### src/hw/rtl/assert_macros.svh
// Assertion helpers for the RTL
`ifndef ASSERT_MACROS_SVH
`define ASSERT_MACROS_SVH

`ifndef ASSERT_OFF
// Plain property, disabled while in reset
`define QN_ASSERT(lbl, clk, rst_n, prop, msg) \
    lbl: assert property (@(posedge clk) disable iff (!rst_n) (prop)) else $error(msg);
// Implication ante |-> cons, disabled while in reset
`define QN_ASSERT_IMP(lbl, clk, rst_n, ante, cons, msg) \
    lbl: assert property (@(posedge clk) disable iff (!rst_n) (ante) |-> (cons)) else $error(msg);
`else
`define QN_ASSERT(lbl, clk, rst_n, prop, msg)
`define QN_ASSERT_IMP(lbl, clk, rst_n, ante, cons, msg)
`endif

`endif

### src/hw/rtl/qn_pkg.sv
package qn_pkg;

    localparam int COMP_W  = 24;
    localparam int MAG_W   = 24;
    localparam int SQ_W    = 47;
    localparam int PAIR_W  = 48;
    localparam int SUMSQ_W = 49;
    localparam int RAD_W   = 64;
    localparam int ROOT_W  = 32;
    localparam int SREM_W  = 34;
    localparam int DEN_W   = 33;
    localparam int DREM_W  = 34;
    localparam int QUOT_W  = 32;
    localparam int UNIT_W  = 32;
    localparam int CFG_W   = 32;
    localparam int LANES   = 4;

    localparam int SUMSQ_STAGES = 3;
    localparam int SQRT_STAGES  = ROOT_W;
    localparam int DIV_STAGES   = QUOT_W;

    localparam logic [CFG_W-1:0]  MIN_SOS_RESET = 32'd1;
    localparam logic [UNIT_W-1:0] ONE_Q30       = 32'h4000_0000;
    localparam logic signed [UNIT_W-1:0] POS_ONE_Q30 = 32'sh4000_0000;
    localparam logic signed [UNIT_W-1:0] NEG_ONE_Q30 = -32'sh4000_0000;

    typedef struct packed {
        logic signed [COMP_W-1:0] comp_w;
        logic signed [COMP_W-1:0] comp_x;
        logic signed [COMP_W-1:0] comp_y;
        logic signed [COMP_W-1:0] comp_z;
    } qn_in_t;

    typedef struct packed {
        logic signed [UNIT_W-1:0] unit_w;
        logic signed [UNIT_W-1:0] unit_x;
        logic signed [UNIT_W-1:0] unit_y;
        logic signed [UNIT_W-1:0] unit_z;
        logic                     degenerate;
    } qn_out_t;

    // Transaction in flight: sign/magnitude form of the components
    typedef struct packed {
        logic                         valid;
        logic                         degen;
        logic [LANES-1:0]             neg;
        logic [LANES-1:0][MAG_W-1:0]  mag;
    } qn_item_t;

    // Transaction leaving the divider lanes
    typedef struct packed {
        logic                         valid;
        logic                         degen;
        logic [LANES-1:0]             neg;
        logic [LANES-1:0][QUOT_W-1:0] quot;
    } qn_quot_t;

endpackage

### src/hw/rtl/qn_sumsq.sv
module qn_sumsq
    import qn_pkg::*;
(
    input  logic               clk,
    input  logic               rst_n,
    input  logic               in_valid,
    input  qn_in_t             item,
    input  logic [CFG_W-1:0]   min_sos,
    output qn_item_t           out_item,
    output logic [SUMSQ_W-1:0] sumsq
);

    logic [LANES-1:0][COMP_W-1:0] comp;
    logic [LANES-1:0]             neg_next;
    logic [LANES-1:0][MAG_W-1:0]  mag_next;
    logic [2*MAG_W-1:0]           prod [LANES];

    logic [LANES-1:0]             neg1_reg, neg2_reg, neg3_reg;
    logic [LANES-1:0][MAG_W-1:0]  mag1_reg, mag2_reg, mag3_reg;
    logic [SQ_W-1:0]              sq1_reg [LANES];
    logic [PAIR_W-1:0]            pair2_reg [2];
    logic [SUMSQ_W-1:0]           sum_next, sum3_reg;
    logic                         degen_next, degen3_reg;
    logic [SUMSQ_STAGES-1:0]      valid_reg;

    // Stage 1: sign/magnitude and squares
    always_comb
    begin
        comp[0] = item.comp_w;
        comp[1] = item.comp_x;
        comp[2] = item.comp_y;
        comp[3] = item.comp_z;
        for (int l = 0; l < LANES; l++)
        begin
            neg_next[l] = comp[l][COMP_W-1];
            mag_next[l] = neg_next[l] ? (~comp[l] + 1'b1) : comp[l];
            prod[l]     = mag_next[l] * mag_next[l];
        end
    end

    // Stage 3: final add and threshold test
    always_comb
    begin
        sum_next   = {1'b0, pair2_reg[0]} + {1'b0, pair2_reg[1]};
        degen_next = (sum_next == '0) || (sum_next < {{(SUMSQ_W-CFG_W){1'b0}}, min_sos});
    end

    always_ff @(posedge clk or negedge rst_n)
    begin
        if (!rst_n)
        begin
            valid_reg <= '0;
        end
        else
        begin
            valid_reg <= {valid_reg[SUMSQ_STAGES-2:0], in_valid};
        end
    end

    always_ff @(posedge clk)
    begin
        neg1_reg <= neg_next;
        mag1_reg <= mag_next;
        for (int l = 0; l < LANES; l++)
        begin
            sq1_reg[l] <= prod[l][SQ_W-1:0];
        end
        // Stage 2: pair sums
        neg2_reg     <= neg1_reg;
        mag2_reg     <= mag1_reg;
        pair2_reg[0] <= {1'b0, sq1_reg[0]} + {1'b0, sq1_reg[1]};
        pair2_reg[1] <= {1'b0, sq1_reg[2]} + {1'b0, sq1_reg[3]};
        neg3_reg     <= neg2_reg;
        mag3_reg     <= mag2_reg;
        sum3_reg     <= sum_next;
        degen3_reg   <= degen_next;
    end

    always_comb
    begin
        out_item.valid = valid_reg[SUMSQ_STAGES-1];
        out_item.degen = degen3_reg;
        out_item.neg   = neg3_reg;
        out_item.mag   = mag3_reg;
        sumsq          = sum3_reg;
    end

endmodule

### config.mk
export PLATFORM = sky130hd
export DESIGN_NAME = qn_sumsq
export DESIGN_NICKNAME = d
export VERILOG_FILES = /design/src/hw/rtl/assert_macros.svh /design/src/hw/rtl/qn_pkg.sv /design/src/hw/rtl/qn_sumsq.sv
export SDC_FILE = /design/constraint.sdc
export NUM_CORES = 2
export LEC_CHECK = 0
export ABC_CLOCK_PERIOD_IN_PS = 4400
export BUFFER_PORTS_ARGS = -buffer_cell sky130_fd_sc_hd__buf_2
export CAP_MARGIN = 20
export CORE_ASPECT_RATIO = 0.7
export CORE_MARGIN = 2
export CORE_UTILIZATION = 40
export DETAILED_ROUTE_END_ITERATION = 12
export HOLD_SLACK_MARGIN = 0.06
export PLACE_DENSITY = 0.65
export SLEW_MARGIN = 0
export SYNTH_ARGS = -nofsm -noshare
export SYNTH_HDL_FRONTEND = slang
export SYNTH_SLANG_ARGS = --single-unit
### constraint.sdc
create_clock -name clk -period 4.4 [get_ports clk]
set_input_delay 0.88 -clock clk [delete_from_list [all_inputs] [get_ports clk]]
set_output_delay 0.88 -clock clk [all_outputs]
set_load 0.01 [all_outputs]
-- Yosys cells after proc, flatten, opt, wreduce, memory -nomap -nowiden
Memories as Yosys holds them, arrays and structs flattened.
Cells that the tools add are included.
- add/sub/neg operators: 7
- $mul: 4
- magnitude comparators: 1
- mux-type cells: 4
- bitwise operators: 4
- reduce and logical (&&, ||, !) cells: 2
- operator list (operator ; count):
    multiplier 24 x 24 -> 47 bit ; 4
    adder 24 x 1 -> 24 bit (second input constant) ; 4
    adder 47 x 47 -> 48 bit ; 2
    two-way mux 24 bit ; 4
    NOT 24 bit ; 4
    adder 48 x 48 -> 49 bit ; 1
    logical NOT 49 bit ; 1
    less-than comparator 49 x 32 -> 1 bit ; 1
    logical OR 1 bit ; 1
- register bits after elaboration: 353
- bits in writable memories: 284
- input port bits: 131
- output and inout bits: 151
- word-level logic and storage cells: 42
- memories kept: 2
- memories (memory ; words ; width ; rd ports ; clocked after memory_dff ; write ports ; line ; RTL):
    sq1_reg ; 4 ; 47 ; 4 ; 0 ; 4 ; qn_sumsq.sv:20 ; logic [SQ_W-1:0] sq1_reg [LANES];
    pair2_reg ; 2 ; 48 ; 2 ; 0 ; 2 ; qn_sumsq.sv:21 ; logic [PAIR_W-1:0] pair2_reg [2];

-- Longest topological paths before layout
- word-level depth: 4
- gate-level depth with buffers: 39

-- Least setup slack after synthesis
Ideal clock, no wire load.
- path type: input -> register
- from: input port item[72] in the netlist's numbering
- to: memory sq1_reg[0][45]
- library setup time: 0.127 ns
- arrival: 9.915 ns
- required time: 4.273 ns
- setup slack: -5.642 ns
- stages on the path: 37
- path buffers: 2
- cell sequence: inv_1 > clkbuf_1 > ha_1 > nand2_1 > or2_2 > or4_1 > or3_1 > o41ai_1 > xor2_1 > inv_1 > clkbuf_1 > nand2_1 > fa_1 > inv_1 > fa_1 > inv_1 > fa_1 > inv_1 > fa_1 > fa_1 > fa_1 > inv_1 > fa_1 > inv_1 > ha_1 > a21o_1 > a21o_1 > a21oi_1 > o211ai_1 > a311o_1 > a211oi_1 > o2111ai_1 > a21o_1 > a21o_1 > a21oi_1 > o21ai_0 > xor2_1
- RTL lines (element ; line ; RTL):
    start: declaration ; qn_sumsq.sv:7 ; input qn_in_t item,
    end: declaration ; qn_sumsq.sv:20 ;

==> out/results.tsv <==
stage	metric	value	unit
routing	vias_per_cell	4.79	
setup_path	critPathMaxFanout	6	
status	status	finished with violations	
timing	hold_viol	0	
setup_path	criticalPathCategory	in2reg	
worst_hold_path	min_to	valid_reg[0]	
layout	layout_commonest_cell	inv_1	
yosys	synth_seq_cells	629	
yosys	synthCells	8774	
place	dp_hpwl	212	mm
global_route	grt_max_degree	22	
yosys	avgSynthCellArea	9.52	um^2
clocking	cts.sinks	629	
setup_path	regToRegSetupSlack	-860	ps
layout	largest_reg_flops	180	
place	pre_cts_ws	-5440	ps
routing	postRouteAntennaNets	0	
routing	drc_errors	0	
setup_path	r2r-start	pair2_reg[0][51]	
layout	nets	13500	
routing	vias	65600	
floorplanning	io_pins	282	
timing	maxSlewViolCount	0	
floorplanning	core_area	208000	um^2
floorplanning	initial_core_util	40.2	%
yosys	synth_enable_flop_cells	0	
timing	rsz0062_at_grt	true	
timing	tightest_slew	916	ps
setup_path	reg2reg_depth	20	
floorplanning	row_count	140	
routing	initialDrtViolationCount	4011	
setup_path	crit_path_end_kind	flop	
routing	wl_per_cell	18.1	um
run	max_cap_viol_count	0	
floorplanning	die_x	550	um
worst_hold_path	whs_path_depth	1	
timing	relSlewSlack	38.7	%
timing	fmax	0.113	GHz
setup_path	cp_num_buf_inv	11	
global_route	grt_pass1_vias	72100	
setup_path	critPathSlowestCell	fa_1	
setup_path	critPathMaxStageDelay	540	ps
setup_path	critPathTopFamily	adder cells	
status	violations	setup timing	
global_route	grt_overflow	0	
timing	setup_viol	166	
clocking	clockBufferDepth	3	
clocking	clockRootBuffer	clkbuf_16	
layout	layout.cells.non_filler	13700	
yosys	async_flop_share	0.477	%
yosys	yosysWarnings	0	
setup_path	critPathMostFrequentCell	fa_1	
place	place_inst	13400	
global_route	grt_pass1_wl	394	mm
clocking	cts_tree	yes	
yosys	ys_types	91	
clocking	clk_latency	720	ps
setup_path	arrival	9500	ps
yosys	synth_top_flop_cell	dfxtp_1	
yosys	ys_seq_area_share	15.1	%
floorplanning	die_y	386	um
clocking	cts_max_level	3	
setup_path	crit_path_start_kind	input pin	
timing	worst_hold_slack	268	ps
timing	finalCritPeriodShare	202	%
global_route	antenna_found_initial	6	
layout	final_cell_mix	inv_1, fa_1, buf_4	
routing	routed_wl	248	mm
setup_path	crit_required	5020	ps
routing	drt_pass1_iterations	6	
setup_path	r2r_end	degen3_reg	
place	portBuffers	281	
clocking	numCtsBuffers	70	
floorplanning	dieArea	213000	um^2
place	routabilityCongestion	0.956	
yosys	synth_area	83500	um^2
global_route	track_usage	23.9	%
worst_hold_path	min_path_type	in2reg	
timing	fin_skew	43.9	ps
clocking	clk_pin_slew	60	ps
layout	syn_to_final_growth	32.6	%
timing	period_minus_slack	8880	ps
worst_hold_path	min_from	in_valid	
layout	drive_gt1_share	28.9	%
timing	fin_ws	-4480	ps
synthesized netlist by cell type, types with 17 or more instances:
cell type  count  area [um^2]
inv_1       2431         9130
fa_1        1700        34000
ha_1         835        10400
nand2_1      744         2790
dfxtp_1      626        12500
nor2_1       606         2270
a21oi_1      254         1270
xnor2_1      251         2200
a21o_1       187         1400
clkbuf_1     167          627
o21ai_0      147          736
xor2_1       143         1250
nand3_1       54          270
o21a_1        51          383
nor2b_1       42          263
nand2b_1      40          250
nand4_1       39          244
nor3_1        32          160
and2_1        30          188
a211oi_1      28          210
o31ai_1       28          210
o21bai_1      27          203
clkinv_1      23         86.3
and3_1        21          131
o211ai_1      20          150
or3_1         19          119
a31oi_1       18          113
or4_1         17          128
worst max path at each step:
stage | startpoint | to | slack (ps) | depth (start not counted)
after global routing | item[3] | sq1_reg[3][45] | -4770 | 37
after floorplan | item[72] | sq1_reg[0][45] | -4940 | 37
after global placement | item[72] | sq1_reg[0][45] | -5340 | 36
after CTS | item[72] | sq1_reg[0][45] | -4380 | 37
after detailed placement | item[72] | sq1_reg[0][45] | -5440 | 35
final | item[3] | sq1_reg[3][40] | -4480 | 37
cells by family (layout without fill, tap and decap cells):
group | after synthesis | count (layout) | synth area share, %
buffers and inverters | 2639 | 4711 | 11.9
adder cells (fa/ha/maj) | 2535 | 2535 | 53.3
AND/OR/NAND/NOR | 1694 | 1694 | 8.65
AO/OA/AOI/OAI | 877 | 877 | 6.91
flip-flops | 629 | 629 | 15.1
XOR/XNOR | 394 | 394 | 4.13
multiplexers | 4 | 4 | 0.0524
other | 2 | 72 | 0.00899
stage by stage:
step	TNS (ps)	cell area (um^2)	util [%]
floorplan	-537310	86900	-
global placement	-662650	104000	49.9
detailed placement	-674220	104000	49.9
CTS	-515210	110000	52.7
global route	-568130	111000	53.3
finish	-531740	111000	53.3
timing repair:
item | CTS | global route
hold buffers | 1 | 0
gates resized for setup | 567 | 240
gates cloned | 1 | 2
setup endpoints to repair | 165 | 168
pin swaps | 374 | 292
endpoints found under the hold margin | 3 | 0
buffers inserted | 169 | 75
layout make-up:
cell class,instances,area [um^2]
Fill cell,18300,97000
Multi-Input combinational cell,5572,66100
Timing Repair Buffer,2122,16700
Sequential cell,629,12600
Inverter,2462,9380
Tap cell,2769,3460
Clock buffer,83,1870
Clock inverter,43,612
Antenna cell,4,10.0
Timing Repair inverter,1,3.75
routing by layer:
layer	vias up	GRT usage [%]	routed length, um
met5	-	0	0
met4	0	5.91	6780
met3	360	6.68	23900
met2	2099	37.2	109000
met1	32800	32.9	108000
li1	30300	-	-
worst reg2reg max path, cell delays in order (launching register included):
cell      delay, ps
dfxtp_1         440
ha_1            370
o21ai_0         100
o21ai_0         230
a21oi_1         230
or3_1           460
a211o_1         330
o21a_2          240
xnor2_1         560
ha_1            380
a21o_1          160
a21oi_1         170
o21ai_0         120
a211o_1         300
a31oi_1         150
o31ai_1          90
o41ai_1         160
buf_12          210
nand2b_1         90
nor4_2          250
buf_4           180
Power is not shown: default switching activity piles up to over one toggle a cycle in this logic, so the estimate is an artifact.
